File: src/rtl/qpr_pkg.sv
package qpr_pkg;

    // component format
    localparam int FRAC_BITS  = 14;
    localparam int COMP_WIDTH = 16;

    // exact products and their four-term sums
    localparam int PROD_W = 2 * COMP_WIDTH + 1;
    localparam int SUM_W  = PROD_W + 2;

    // queue between front and back
    localparam int QUEUE_DEPTH = 2;
    localparam int QPTR_W      = $clog2(QUEUE_DEPTH);
    localparam int QCNT_W      = $clog2(QUEUE_DEPTH + 1);

    // number of back pipeline stages
    localparam int BACK_STAGES = 4;

    typedef logic signed [COMP_WIDTH-1:0] comp_t;
    typedef logic signed [COMP_WIDTH:0]   wcomp_t;

    // component order x, y, z, w
    typedef comp_t  quat_t  [4];
    typedef wcomp_t wquat_t [4];

    typedef enum logic
    {
        OP_PRODUCT,
        OP_ROTATE
    } op_t;

    typedef struct
    {
        op_t   op;
        quat_t q;
        quat_t p;
    } item_t;

endpackage

File: src/rtl/qpr_front.sv
module qpr_front
(
    input  logic           clk,
    input  logic           rst_n,
    input  logic           in_valid,
    output logic           in_ready,
    input  logic           in_mode,
    input  qpr_pkg::quat_t in_q,
    input  qpr_pkg::quat_t in_p,
    output logic           item_valid,
    output qpr_pkg::item_t item,
    input  logic           pop
);
    import qpr_pkg::*;

    item_t              mem_reg [QUEUE_DEPTH];
    logic [QPTR_W-1:0]  wr_ptr_reg;
    logic [QPTR_W-1:0]  wr_ptr_next;
    logic [QPTR_W-1:0]  rd_ptr_reg;
    logic [QPTR_W-1:0]  rd_ptr_next;
    logic [QCNT_W-1:0]  count_reg;
    logic [QCNT_W-1:0]  count_next;
    logic               push;
    item_t              new_item;

    // classify the incoming beat
    always_comb
    begin
        new_item.op = in_mode ? OP_ROTATE : OP_PRODUCT;
        new_item.q  = in_q;
        new_item.p  = in_p;
    end

    assign in_ready   = (count_reg != QCNT_W'(QUEUE_DEPTH));
    assign push       = in_valid && in_ready;
    assign item_valid = (count_reg != '0);
    assign item       = mem_reg[rd_ptr_reg];

    // pointer and fill count update
    always_comb
    begin
        wr_ptr_next = wr_ptr_reg;
        rd_ptr_next = rd_ptr_reg;
        count_next  = count_reg;
        if (push)
        begin
            wr_ptr_next = (wr_ptr_reg == QPTR_W'(QUEUE_DEPTH - 1)) ? '0 : wr_ptr_reg + 1'b1;
        end
        if (pop)
        begin
            rd_ptr_next = (rd_ptr_reg == QPTR_W'(QUEUE_DEPTH - 1)) ? '0 : rd_ptr_reg + 1'b1;
        end
        if (push && !pop)
        begin
            count_next = count_reg + 1'b1;
        end
        else if (pop && !push)
        begin
            count_next = count_reg - 1'b1;
        end
    end

    always_ff @(posedge clk or negedge rst_n)
    begin
        if (!rst_n)
        begin
            wr_ptr_reg <= '0;
            rd_ptr_reg <= '0;
            count_reg  <= '0;
        end
        else
        begin
            wr_ptr_reg <= wr_ptr_next;
            rd_ptr_reg <= rd_ptr_next;
            count_reg  <= count_next;
        end
    end

    // queue storage
    always_ff @(posedge clk)
    begin
        if (push)
        begin
            mem_reg[wr_ptr_reg] <= new_item;
        end
    end

endmodule

File: config.mk
export PLATFORM = sky130hd
export DESIGN_NAME = qpr_front
export DESIGN_NICKNAME = d
export VERILOG_FILES = /design/src/rtl/qpr_pkg.sv /design/src/rtl/qpr_front.sv
export SDC_FILE = /design/constraint.sdc
export NUM_CORES = 1
export LEC_CHECK = 0
export BUFFER_PORTS_ARGS = -buffer_cell sky130_fd_sc_hd__buf_2
export CORE_ASPECT_RATIO = 1.25
export CORE_MARGIN = 3
export CORE_UTILIZATION = 52
export DETAILED_ROUTE_END_ITERATION = 16
export PLACE_DENSITY = 0.91
export SYNTH_ARGS = -nofsm -noshare
export SYNTH_HDL_FRONTEND = slang
export SYNTH_SLANG_ARGS = --single-unit
export TNS_END_PERCENT = 30
File: constraint.sdc
create_clock -name clk -period 8.4 [get_ports clk]
set_clock_uncertainty 0.1 [all_clocks]
set_input_delay 2.1 -clock clk [delete_from_list [all_inputs] [get_ports clk]]
set_output_delay 2.1 -clock clk [all_outputs]
set_load 0.02 [all_outputs]
-- After elaboration in Yosys (flattened, before gate mapping)
Memory sizes are Yosys's and may differ from the RTL's.
Index checks and enable logic that the tools add are counted.
- memories kept: 1
- bits in registers: 4
- word-level logic and storage cells: 23
- output and inout port bits: 131
- bits of input ports: 133
- bits in writable memories: 258
- mux-type cells: 7
- add/sub/neg operators: 4
- reductions and logical operators: 7
- eq/ne operators: 1
- memory list (memory ; depth ; width ; read ports ; clocked after Yosys merged registers in ; wr ports ; RTL line ; source):
    mem_reg ; 2 ; 129 ; 1 ; 0 ; 1 ; qpr_front.sv:16 ; item_t mem_reg [QUEUE_DEPTH];
- operators by type and width (kind ; number):
    1-bit two-way mux ; 5
    2-bit two-way mux ; 2
    2-bit nonzero test ; 2
    1-bit logical AND ; 3
    1-bit adder (second input constant) ; 2
    2-bit by 1-bit adder with 2-bit output (second input constant) ; 1
    1-bit logical NOT ; 2
    2-bit != test (second input constant) ; 1
    2-bit by 1-bit subtractor with 2-bit output (second input constant) ; 1

-- Logic depth before layout (Yosys ltp)
Gate-level depths: netlist of run 1.
- depth after elaboration: 6
- mapped depth: 7
- depth with buffers taken out: 7

-- Least setup slack after synthesis of run 1
Ideal clock, no wire load.
- path kind: input to register
- start point: input in_valid
- end point: memory mem_reg[0][0] in the netlist's numbering, enable pin
- buffers on the path: 0
- setup time: 0.619 ns
- required time: 7.681 ns
- data arrival time: 7.556 ns
- setup slack: 0.125 ns
- stages on the path: 2
- cell sequence: nand2_1 -> nor2_1
- longest elaborated chain between the ends: 3
- ends and longest elaborated chain (element ; RTL line ; source):
    from (decl) ; qpr_front.sv:5 ; input logic in_valid,
    1-bit logical AND ; qpr_front.sv:35 ; assign push = in_valid && in_ready;
    1-bit two-way mux ; qpr_front.sv:82 ; if (push)
    1-bit two-way mux (implied by the code) ; qpr_front.sv:84 ; mem_reg[wr_ptr_reg] <= new_item;
    to (decl) ; qpr_front.sv:16 ;
Every way passes these cells.

==> impl_metrics.env, run 1 <==
export IMPL_synth_top_family_by_area="multiplexers"
export IMPL_crit_chain="buf_4 -> mux2_2 -> buf_2"
export IMPL_worstPathRequired_ns=6.20
export IMPL_start_util=0.538
export IMPL_io_buffers=263
export IMPL_largest_reg_flops=258
export IMPL_place_congestion=0.760
export IMPL_holdCritStartpoint="count_reg[1]"
export IMPL_cts_tree="done"
export IMPL_cp_start_kind="flip-flop"
export IMPL_critPathCaptureType="output pin"
export IMPL_holdPathEnd="count_reg[1]"
export IMPL_numCtsBuffers=24
export IMPL_vias=4895
export IMPL_drive_above_1_share=0.609
export IMPL_grt_pass1_wl_um=28000
export IMPL_setup_viol=0
export IMPL_switchingPower_uw=1390
export IMPL_wl_per_cell_um=19.8
export IMPL_cts_root_buffer="clkbuf_16"
export IMPL_comb_power_share=0.303
export IMPL_grt_pass1_vias=5436
export IMPL_synth_fp_nets=553
export IMPL_rows=54
export IMPL_ys_types=15
export IMPL_cts_sinks=262
export IMPL_drcViolationCount=0
export IMPL_ys_seq_area_frac=0.824
export IMPL_sw_frac_of_total=0.311
export IMPL_synthMuxAreaShare=0.152
export IMPL_timing_setup_tns_ns=0
export IMPL_path_buf_inv=2
export IMPL_grt_start_max_net_pins=79
export IMPL_nNetsFinal=832
export IMPL_p_leak_uw=0.00448
export IMPL_antenna_found_initial=4
export IMPL_p_int_uw=3070
export IMPL_grt_ovfl_total=0
export IMPL_ys_warnings_count=0
export IMPL_cts_max_path_buffers=3
export IMPL_slowest_delay_ns=0.93
export IMPL_cts_htree_levels=1
export IMPL_netlist_instances=419
export IMPL_ios=264
export IMPL_cp_max_fo=70
export IMPL_cts_repair_resized=0
export IMPL_cp_top_family="buffers and inverters"
export IMPL_clk_pin_slew_ns=0.06
export IMPL_firstDrtPassIters=4
export IMPL_hold_violations=0
export IMPL_reg2reg_slack_ns=5.64
export IMPL_synthToLayoutAreaGrowth_pct=25.1
export IMPL_ys_ff_latch=262
export IMPL_holdPathStages=1
export IMPL_n_fill_cell=1140
export IMPL_dieArea_sq_um=20000
export IMPL_maxCapViolCount=0
export IMPL_final_util=0.674
export IMPL_pwr_share_clk=0.266
export IMPL_synth_xor_area_share=0.00460
export IMPL_slew_headroom=0.288
export IMPL_avgViaCountPerCell=5.20
export IMPL_hpwl_um=12600
export IMPL_syn_area_sq_um=9530
export IMPL_yosys_area_share_simple=0.00315
export IMPL_tightest_slew_ns=1.07
export IMPL_r2r_end="mem_reg[1][113]"
export IMPL_routed_wl_um=18700
export IMPL_power_density_nw_per_um2=373
export IMPL_cts_hold_buf=0
export IMPL_outcome="complete, no violations"
export IMPL_clock_latency_ns=0.50
export IMPL_r2r_cells=3
export IMPL_seq_power_share=0.431
export IMPL_rsz0062_at_grt="false"
export IMPL_r2r_start="count_reg[0]"
export IMPL_avgSynthCellArea_sq_um=22.7
export IMPL_die_y_um=157
export IMPL_drt_iter0_markers=318
export IMPL_irDropWorstVdd_uv=306
export IMPL_cp_data_arrival_time_ns=2.90
export IMPL_core_sq_um=17700
export IMPL_min_path_type="reg2reg"
export IMPL_final_min_clock_period_ns=5.10
export IMPL_die_width_um=127
export IMPL_worstSetupPathType="reg2out"
export IMPL_fmax_mhz=196
export IMPL_yosys_area_share_adder=0.00131
export IMPL_final_period_utilization=0.607
export IMPL_grtUsageTotal=0.180
export IMPL_slew_viol_final=0
export IMPL_cts_setup_buffers=0
export IMPL_synth_compound_area_frac=0
export IMPL_critPathSlowestCell="dfrtp_4"
export IMPL_ant_nets=0
-- synth_stat cells, drive strengths merged --
cell	n	area (sq um)
xnor2	2	17.5
inv	2	7.51
buf	14	135
or2	1	6.26
ha	1	12.5
nand2	1	3.75
dfrtp	4	100
nand2b	1	6.26
mux2	129	1450
xor2	3	26.3
and3	1	6.26
nor2	2	7.51
edfxtp	258	7750
-- worst reg2reg max path: cells and delay by family (launching register included) --
kind                   cells  cell delay (ns)
buffers and inverters      1             0.87
and+or+nand+nor            2             0.90
DFF                        1             0.42
-- power groups by stage --
stage | Clock [uW] | Combinational [uW] | Sequential (uW)
floorplan | 0 | 1020 | 1910
global route | 1270 | 1430 | 1950
finish | 1190 | 1350 | 1920
detailed placement | 0 | 1360 | 1950
global placement | 0 | 1320 | 1920
CTS | 1210 | 1370 | 1920
-- metal layers --
layer / vias to the layer above / GRT usage / part of all wire
met1: 2391 / 0.193 / 0.35
li1: 2222 / - / -
met5: - / 0 / 0.0026
met4: 6 / 0.0685 / 0.031
met3: 50 / 0.0550 / 0.083
met2: 226 / 0.331 / 0.54
-- cells by family after synthesis --
| kind of cell | Yosys count |
|---|---|
| buffers and inverters | 16 |
| adder cells (fa/ha/maj) | 1 |
| AND/OR/NAND/NOR | 6 |
| flip-flops | 262 |
| multiplexers | 129 |
| XOR/XNOR | 5 |
-- cell type report --
| cell class | instances | area (sq um) | share of cell area |
|---|---|---|---|
| Tap cell | 224 | 280 | 0.0235 |
| Multi-Input combinational cell | 141 | 1550 | 0.130 |
| Antenna cell | 2 | 5.00 | 0.000420 |
| Clock buffer | 34 | 679 | 0.0570 |
| Sequential cell | 262 | 7850 | 0.659 |
| Clock inverter | 10 | 201 | 0.0169 |
| Timing Repair Buffer | 267 | 1350 | 0.113 |
| Inverter | 2 | 7.51 | 0.000630 |
-- worst max-delay path by stage --
stage / startpoint / endpoint / slack (ns) / depth (start not counted)
after global routing: rd_ptr_reg / item[81] / 3.13 / 3
after CTS: rd_ptr_reg / item[81] / 3.26 / 3
after floorplan: in_valid / mem_reg[0][0] / 0.13 / 2
final: rd_ptr_reg / item[81] / 3.30 / 3
after global placement: rd_ptr_reg / item[84] / 3.88 / 3
after detailed placement: rd_ptr_reg / item[10] / 3.82 / 3
-- cells in the final DEF, fill, tap and decap left out, drive strengths merged --
cell type,netlist,final
mux2,129,129
or2,1,1
inv,2,2
edfxtp,258,258
dfrtp,4,4
clkinv,0,3
diode,0,2
xor2,3,3
nand2,1,1
bufinv,0,6
xnor2,2,2
buf,14,267
clkinvlp,0,1
ha,1,1
nor2,2,2
clkbuf,0,34
and3,1,1
nand2b,1,1
-- per-stage QoR --
step | std cells | instance area [sq um] | hold slack [ns] | power [uW] | worst slack, ns
final | 942 | 11900 | 0.415 | 4450 | 3.30
after global routing | 941 | 11900 | 0.423 | 4650 | 3.13
after CTS | 940 | 11900 | 0.418 | 4500 | 3.26
after detailed placement | 896 | 11000 | 0.411 | 3310 | 3.82
after global placement | 896 | 11000 | 0.370 | 3250 | 3.88
after floorplan | 419 | 9530 | 0.356 | 2930 | 0.125
(Power assumes the default switching activity.)
==> inputs of run 2 (changes only) <==
--- a/config.mk
+++ b/config.mk
@@ -5,12 +5,13 @@
 export SDC_FILE = /design/constraint.sdc
 export NUM_CORES = 1
 export LEC_CHECK = 0
+export ABC_AREA = 1
 export BUFFER_PORTS_ARGS = -buffer_cell sky130_fd_sc_hd__buf_2
 export CORE_ASPECT_RATIO = 1.25
 export CORE_MARGIN = 3
-export CORE_UTILIZATION = 52
+export CORE_UTILIZATION = 47
 export DETAILED_ROUTE_END_ITERATION = 16
-export PLACE_DENSITY = 0.91
+export PLACE_DENSITY = 0.88
 export SYNTH_ARGS = -nofsm -noshare
 export SYNTH_HDL_FRONTEND = slang
 export SYNTH_SLANG_ARGS = --single-unit
==> constraint.sdc (replaced) <==
create_clock -name clk -period 4.2 [get_ports clk]
set_clock_uncertainty 0.1 [all_clocks]
set_input_delay 1.05 -clock clk [delete_from_list [all_inputs] [get_ports clk]]
set_output_delay 1.05 -clock clk [all_outputs]
set_load 0.02 [all_outputs]
==> run 2 against run 1 <==
Compared with the run above: total power rose by 97%; cell count rose by 5.7%; setup slack got worse by 2.6 ns; first-iteration DRC count fell by 9.7%; critical endpoint is now item[23]; highest routed layer unchanged; die area rose by 10%; via count rose by 0.29%; critical path depth did not move; sequential cell count did not move.
==> impl_metrics.env, run 2 <==
export IMPL_tightest_slew_ns=0.689
export IMPL_synthToLayoutAreaGrowth_pct=25.8
export IMPL_cts_repair_resized=0
export IMPL_netlist_instances=427
export IMPL_cts_max_path_buffers=3
export IMPL_ant_nets=0
export IMPL_worstPathRequired_ns=3.05
export IMPL_outcome="complete, no violations"
export IMPL_final_cell_count_no_fill=996
export IMPL_die_y_um=165
export IMPL_core_sq_um=19700
export IMPL_async_flop_share=0.0153
export IMPL_grt_ovfl_total=0
export IMPL_p_leak_uw=0.00451
export IMPL_cts_root_buffer="clkbuf_16"
export IMPL_setup_viol=0
export IMPL_antenna_found_initial=5
export IMPL_place_congestion=0.726
export IMPL_die_width_um=133
export IMPL_clk_pin_slew_ns=0.06
export IMPL_cts_tree="done"
export IMPL_grt_start_max_net_pins=81
export IMPL_drcViolationCount=0
export IMPL_yosysMostFrequentCell="edfxtp_1"
export IMPL_final_period_utilization=0.825
export IMPL_layout_commonest_cell="buf_2"
export IMPL_r2r_end="mem_reg[0][66]"
export IMPL_final_util=0.610
export IMPL_place_inst=947
export IMPL_cp_max_fo=49
export IMPL_grt_pass1_vias=5249
export IMPL_ys_flop_type="edfxtp_1"
export IMPL_avgSynthCellArea_sq_um=22.4
export IMPL_yosys_top_cells_area="edfxtp_1 (81%), mux2_2 (15%), buf_6 (1.2%)"
export IMPL_cts_sinks=262
export IMPL_firstDrtPassIters=4
export IMPL_fmax_mhz=289
export IMPL_syn_area_sq_um=9550
export IMPL_synth_top_area_share=0.812
export IMPL_rsz0062_at_grt="false"
export IMPL_synth_fp_nets=561
export IMPL_synth_area_leader_cell="edfxtp_1"
export IMPL_largest_reg_flops=258
export IMPL_r2r_start="count_reg[0]"
export IMPL_reg2reg_slack_ns=1.90
export IMPL_cts_setup_buffers=0
export IMPL_grtUsageTotal=0.159
export IMPL_hold_violations=0
export IMPL_critPathCaptureType="output pin"
export IMPL_irDropWorstVdd_uv=440
export IMPL_ios=264
export IMPL_final_cell_mix="buf_2 (263), edfxtp_1 (258), mux2_2 (129)"
export IMPL_ys_ff_latch=262
export IMPL_drive_above_1_share=0.599
export IMPL_ys_seq_area_frac=0.822
export IMPL_io_buffers=263
export IMPL_post_place_ws_ns=1.25
export IMPL_routed_wl_um=18100
export IMPL_final_min_clock_period_ns=3.47
export IMPL_maxCapViolCount=0
export IMPL_cp_data_arrival_time_ns=2.32
export IMPL_ys_types=14
export IMPL_cp_endpoint="item[23]"
export IMPL_min_path_type="in2async"
export IMPL_fin_ws_ns=0.734
export IMPL_wl_per_cell_um=18.2
export IMPL_power_density_nw_per_um2=732
export IMPL_vias=4909
export IMPL_hpwl_um=12200
export IMPL_cts_htree_levels=1
export IMPL_cp_start_kind="flip-flop"
export IMPL_grt_pass1_wl_um=27300
export IMPL_slew_headroom=0.541
export IMPL_r2r_cells=5
export IMPL_rows=57
export IMPL_dieArea_sq_um=22100
export IMPL_slew_viol_final=0
export IMPL_avgViaCountPerCell=4.93
export IMPL_nNetsFinal=842
export IMPL_numCtsBuffers=24
export IMPL_placedInstanceArea_sq_um=11200
export IMPL_synth_edf_count=258
export IMPL_cts_hold_buf=0
export IMPL_ys_warnings_count=0
export IMPL_finalInstanceArea_sq_um=12000
export IMPL_cp_startpoint="rd_ptr_reg"
export IMPL_clock_latency_ns=0.49
export IMPL_worstSetupPathType="reg2out"
export IMPL_drt_iter0_markers=287
export IMPL_ys_top_cells_by_count="edfxtp_1 (258), mux2_2 (129), buf_6 (10)"
export IMPL_start_util=0.485
run 2: critical path, cell delays in order (launching register included):
cell and delay (ns):
dfrtp_4 0.87, buf_12 0.32, mux2_2 0.39, buf_2 0.16
run 2: kinds of logic (layout without fill, tap and decap cells):
| family | after synthesis | in the layout | share of synthesized area |
|---|---|---|---|
| adders and majority gates | 1 | 1 | 0.00131 |
| other | 0 | 5 | 0 |
| xor gates and xnor gates | 3 | 3 | 0.00275 |
| DFF | 262 | 262 | 0.822 |
| buffers and inverters | 21 | 320 | 0.0169 |
| and+or+nand+nor | 11 | 11 | 0.00472 |
| muxes | 129 | 129 | 0.152 |
run 2: worst min-delay path by stage:
stage	startpoint	endpoint	slack [ns]	depth (start not counted)
final	rst_n	count_reg[1]	0.25	1
after global routing	rst_n	rd_ptr_reg	0.22	1
after CTS	rst_n	count_reg[1]	0.21	1
after detailed placement	count_reg[1]	count_reg[1]	0.40	2
after global placement	count_reg[0]	count_reg[0]	0.38	1
after floorplan	count_reg[1]	count_reg[1]	0.36	2
run 2: metal layers:
| metal | global-route usage | share of wire | up-vias | wire [um] |
|---|---|---|---|---|
| met5 | 0 | 0.0015 | - | 27 |
| li1 | - | - | 2257 | - |
| met1 | 0.177 | 0.35 | 2400 | 6270 |
| met4 | 0.0819 | 0.045 | 4 | 818 |
| met2 | 0.287 | 0.54 | 194 | 9740 |
| met3 | 0.0370 | 0.069 | 54 | 1250 |
run 2: area by class of cell:
class / instances / area, sq um
flip-flops and latches: 262 / 7850
fillers: 1438 / 7680
multi-input cells: 144 / 1550
repair buffers: 269 / 1410
clock buffers: 34 / 669
well taps: 265 / 332
clock inverters: 10 / 151
inverters: 7 / 26.3
diodes: 5 / 12.5
run 2: metrics by stage:
stage | setup TNS, ns | hold slack, ns | power, uW
after floorplan | -227.47 | 0.362 | 5820
after global routing | 0 | 0.224 | 9200
final | 0 | 0.248 | 8780
after global placement | 0 | 0.380 | 6590
after CTS | 0 | 0.214 | 8910
after detailed placement | 0 | 0.396 | 6660
run 2: report_power, final:
| group | total, uW | leakage [uW] | switching (uW) | internal (uW) |
|---|---|---|---|---|
| logic | 2770 | 0.00167 | 1680 | 1090 |
| registers | 3800 | 0.00245 | 224 | 3570 |
| clock network | 2210 | 0.000400 | 857 | 1360 |
==> inputs of run 3 (changes only) <==
--- a/config.mk
+++ b/config.mk
@@ -9,9 +9,9 @@
 export BUFFER_PORTS_ARGS = -buffer_cell sky130_fd_sc_hd__buf_2
 export CORE_ASPECT_RATIO = 1.25
 export CORE_MARGIN = 3
-export CORE_UTILIZATION = 47
+export CORE_UTILIZATION = 52
 export DETAILED_ROUTE_END_ITERATION = 16
-export PLACE_DENSITY = 0.88
+export PLACE_DENSITY = 0.91
 export SYNTH_ARGS = -nofsm -noshare
 export SYNTH_HDL_FRONTEND = slang
 export SYNTH_SLANG_ARGS = --single-unit
==> constraint.sdc (replaced) <==
create_clock -name clk -period 3.5 [get_ports clk]
set_clock_uncertainty 0.1 [all_clocks]
set_input_delay 0.875 -clock clk [delete_from_list [all_inputs] [get_ports clk]]
set_output_delay 0.875 -clock clk [all_outputs]
set_load 0.02 [all_outputs]
==> run 3 against run 2 <==
Compared with the run above: hold slack worse by 0.16 ns; total power up 17%; final area down 1.1%; die area down 9.2%; register-to-register slack worse by 0.18 ns; clock power up 9%; critical endpoint is now item[65]; largest power group unchanged.
==> impl_metrics.env, run 3 (synthesis gave the netlist of run 2 again) <==
export IMPL_grt_start_max_net_pins=66
export IMPL_io_buffers=263
export IMPL_r2r_end="mem_reg[1][86]"
export IMPL_final_cell_mix="buf_2 (263), edfxtp_1 (258), mux2_2 (129)"
export IMPL_cts_setup_buffers=0
export IMPL_clock_latency_ns=0.49
export IMPL_cp_max_fo=46
export IMPL_worstPathRequired_ns=2.52
export IMPL_rows=54
export IMPL_p_leak_uw=0.00447
export IMPL_dieArea_sq_um=20000
export IMPL_setup_viol=0
export IMPL_clk_pin_slew_ns=0.06
export IMPL_final_period_utilization=0.910
export IMPL_min_path_type="in2async"
export IMPL_drive_above_1_share=0.599
export IMPL_routed_wl_um=18500
export IMPL_worstSetupPathType="reg2out"
export IMPL_grtUsageTotal=0.178
export IMPL_drt_iter0_markers=350
export IMPL_die_y_um=157
export IMPL_cts_root_buffer="clkbuf_16"
export IMPL_grt_ovfl_total=0
export IMPL_critPathCaptureType="output pin"
export IMPL_avgViaCountPerCell=5.24
export IMPL_cts_repair_resized=0
export IMPL_layout_commonest_cell="buf_2"
export IMPL_slew_viol_final=0
export IMPL_fmax_mhz=314
export IMPL_slowest_delay_ns=0.81
export IMPL_place_congestion=0.765
export IMPL_grt_pass1_vias=5444
export IMPL_synthToLayoutAreaGrowth_pct=24.4
export IMPL_cp_start_kind="flip-flop"
export IMPL_finalInstanceArea_sq_um=11900
export IMPL_reg2reg_slack_ns=1.72
export IMPL_numCtsBuffers=24
export IMPL_r2r_start="count_reg[0]"
export IMPL_drcViolationCount=0
export IMPL_final_min_clock_period_ns=3.19
export IMPL_firstDrtPassIters=4
export IMPL_power_density_nw_per_um2=869
export IMPL_start_util=0.539
export IMPL_irDropWorstVdd_uv=582
export IMPL_critPathSlowestCell="dfrtp_4"
export IMPL_wl_per_cell_um=19.4
export IMPL_cp_data_arrival_time_ns=2.21
export IMPL_cts_sinks=262
export IMPL_rsz0062_at_grt="false"
export IMPL_path_buf_inv=2
export IMPL_fin_hold_ws_ns=0.0899
export IMPL_fin_ws_ns=0.313
export IMPL_vias=4973
export IMPL_antenna_found_initial=1
export IMPL_placedInstanceArea_sq_um=11100
export IMPL_cts_htree_levels=1
export IMPL_ios=264
export IMPL_crit_chain="buf_12 -> mux2_2 -> buf_2"
export IMPL_maxCapViolCount=0
export IMPL_cp_top_family="flip-flops"
export IMPL_cts_hold_buf=0
export IMPL_largest_reg_flops=258
export IMPL_r2r_cells=5
export IMPL_cts_tree="done"
export IMPL_die_width_um=127
export IMPL_hpwl_um=12800
export IMPL_core_sq_um=17700
export IMPL_outcome="complete, no violations"
export IMPL_timing_critical_path_depth=3
export IMPL_cts_max_path_buffers=3
export IMPL_slew_headroom=0.608
export IMPL_post_place_ws_ns=0.811
export IMPL_tightest_slew_ns=0.589
export IMPL_hold_violations=0
export IMPL_nNetsFinal=842
export IMPL_grt_pass1_wl_um=27900
export IMPL_ant_nets=0
run 3: worst max-delay path by stage:
stage / startpoint / end
floorplan: in_valid / mem_reg[0][0]
CTS: rd_ptr_reg / item[48]
global route: rd_ptr_reg / item[48]
detailed placement: rd_ptr_reg / item[48]
global placement: rd_ptr_reg / item[91]
finish: rd_ptr_reg / item[65]
run 3: layout make-up:
class                      count  area, sq um
fill                        1167         5820
inverter                       7         26.3
timing repair buffer         269         1440
antenna                        1         2.50
multi-input combinational    144         1550
tap                          224          280
clock inverter                12         85.1
clock buffer                  30          644
sequential                   262         7850
run 3: per-stage QoR:
step / TNS [ns] / power (uW) / utilization / instances
after global routing: 0 / 10800 / 0.671 / 949
final: 0 / 10300 / 0.671 / 949
after detailed placement: 0 / 8020 / 0.630 / 906
after CTS: 0 / 10400 / 0.671 / 948
after global placement: 0 / 7880 / 0.630 / 906
after floorplan: -362.92 / 6990 / - / 427
run 3: per-layer routing:
layer	vias to the layer above	global-route usage	wire length, um
met4	0	0.0710	574
met2	220	0.333	10300
li1	2256	-	-
met3	43	0.0397	1300
met1	2454	0.195	6310
met5	-	0	0
run 3: power by group:
| part | leakage, uW | internal, uW | switching [uW] | total [uW] |
|---|---|---|---|---|
| sequential | 0.00245 | 4290 | 265 | 4550 |
| combinational | 0.00167 | 1330 | 2040 | 3370 |
| clock | 0.000354 | 1370 | 1020 | 2400 |
| total | 0.00447 | 6990 | 3320 | 10300 |
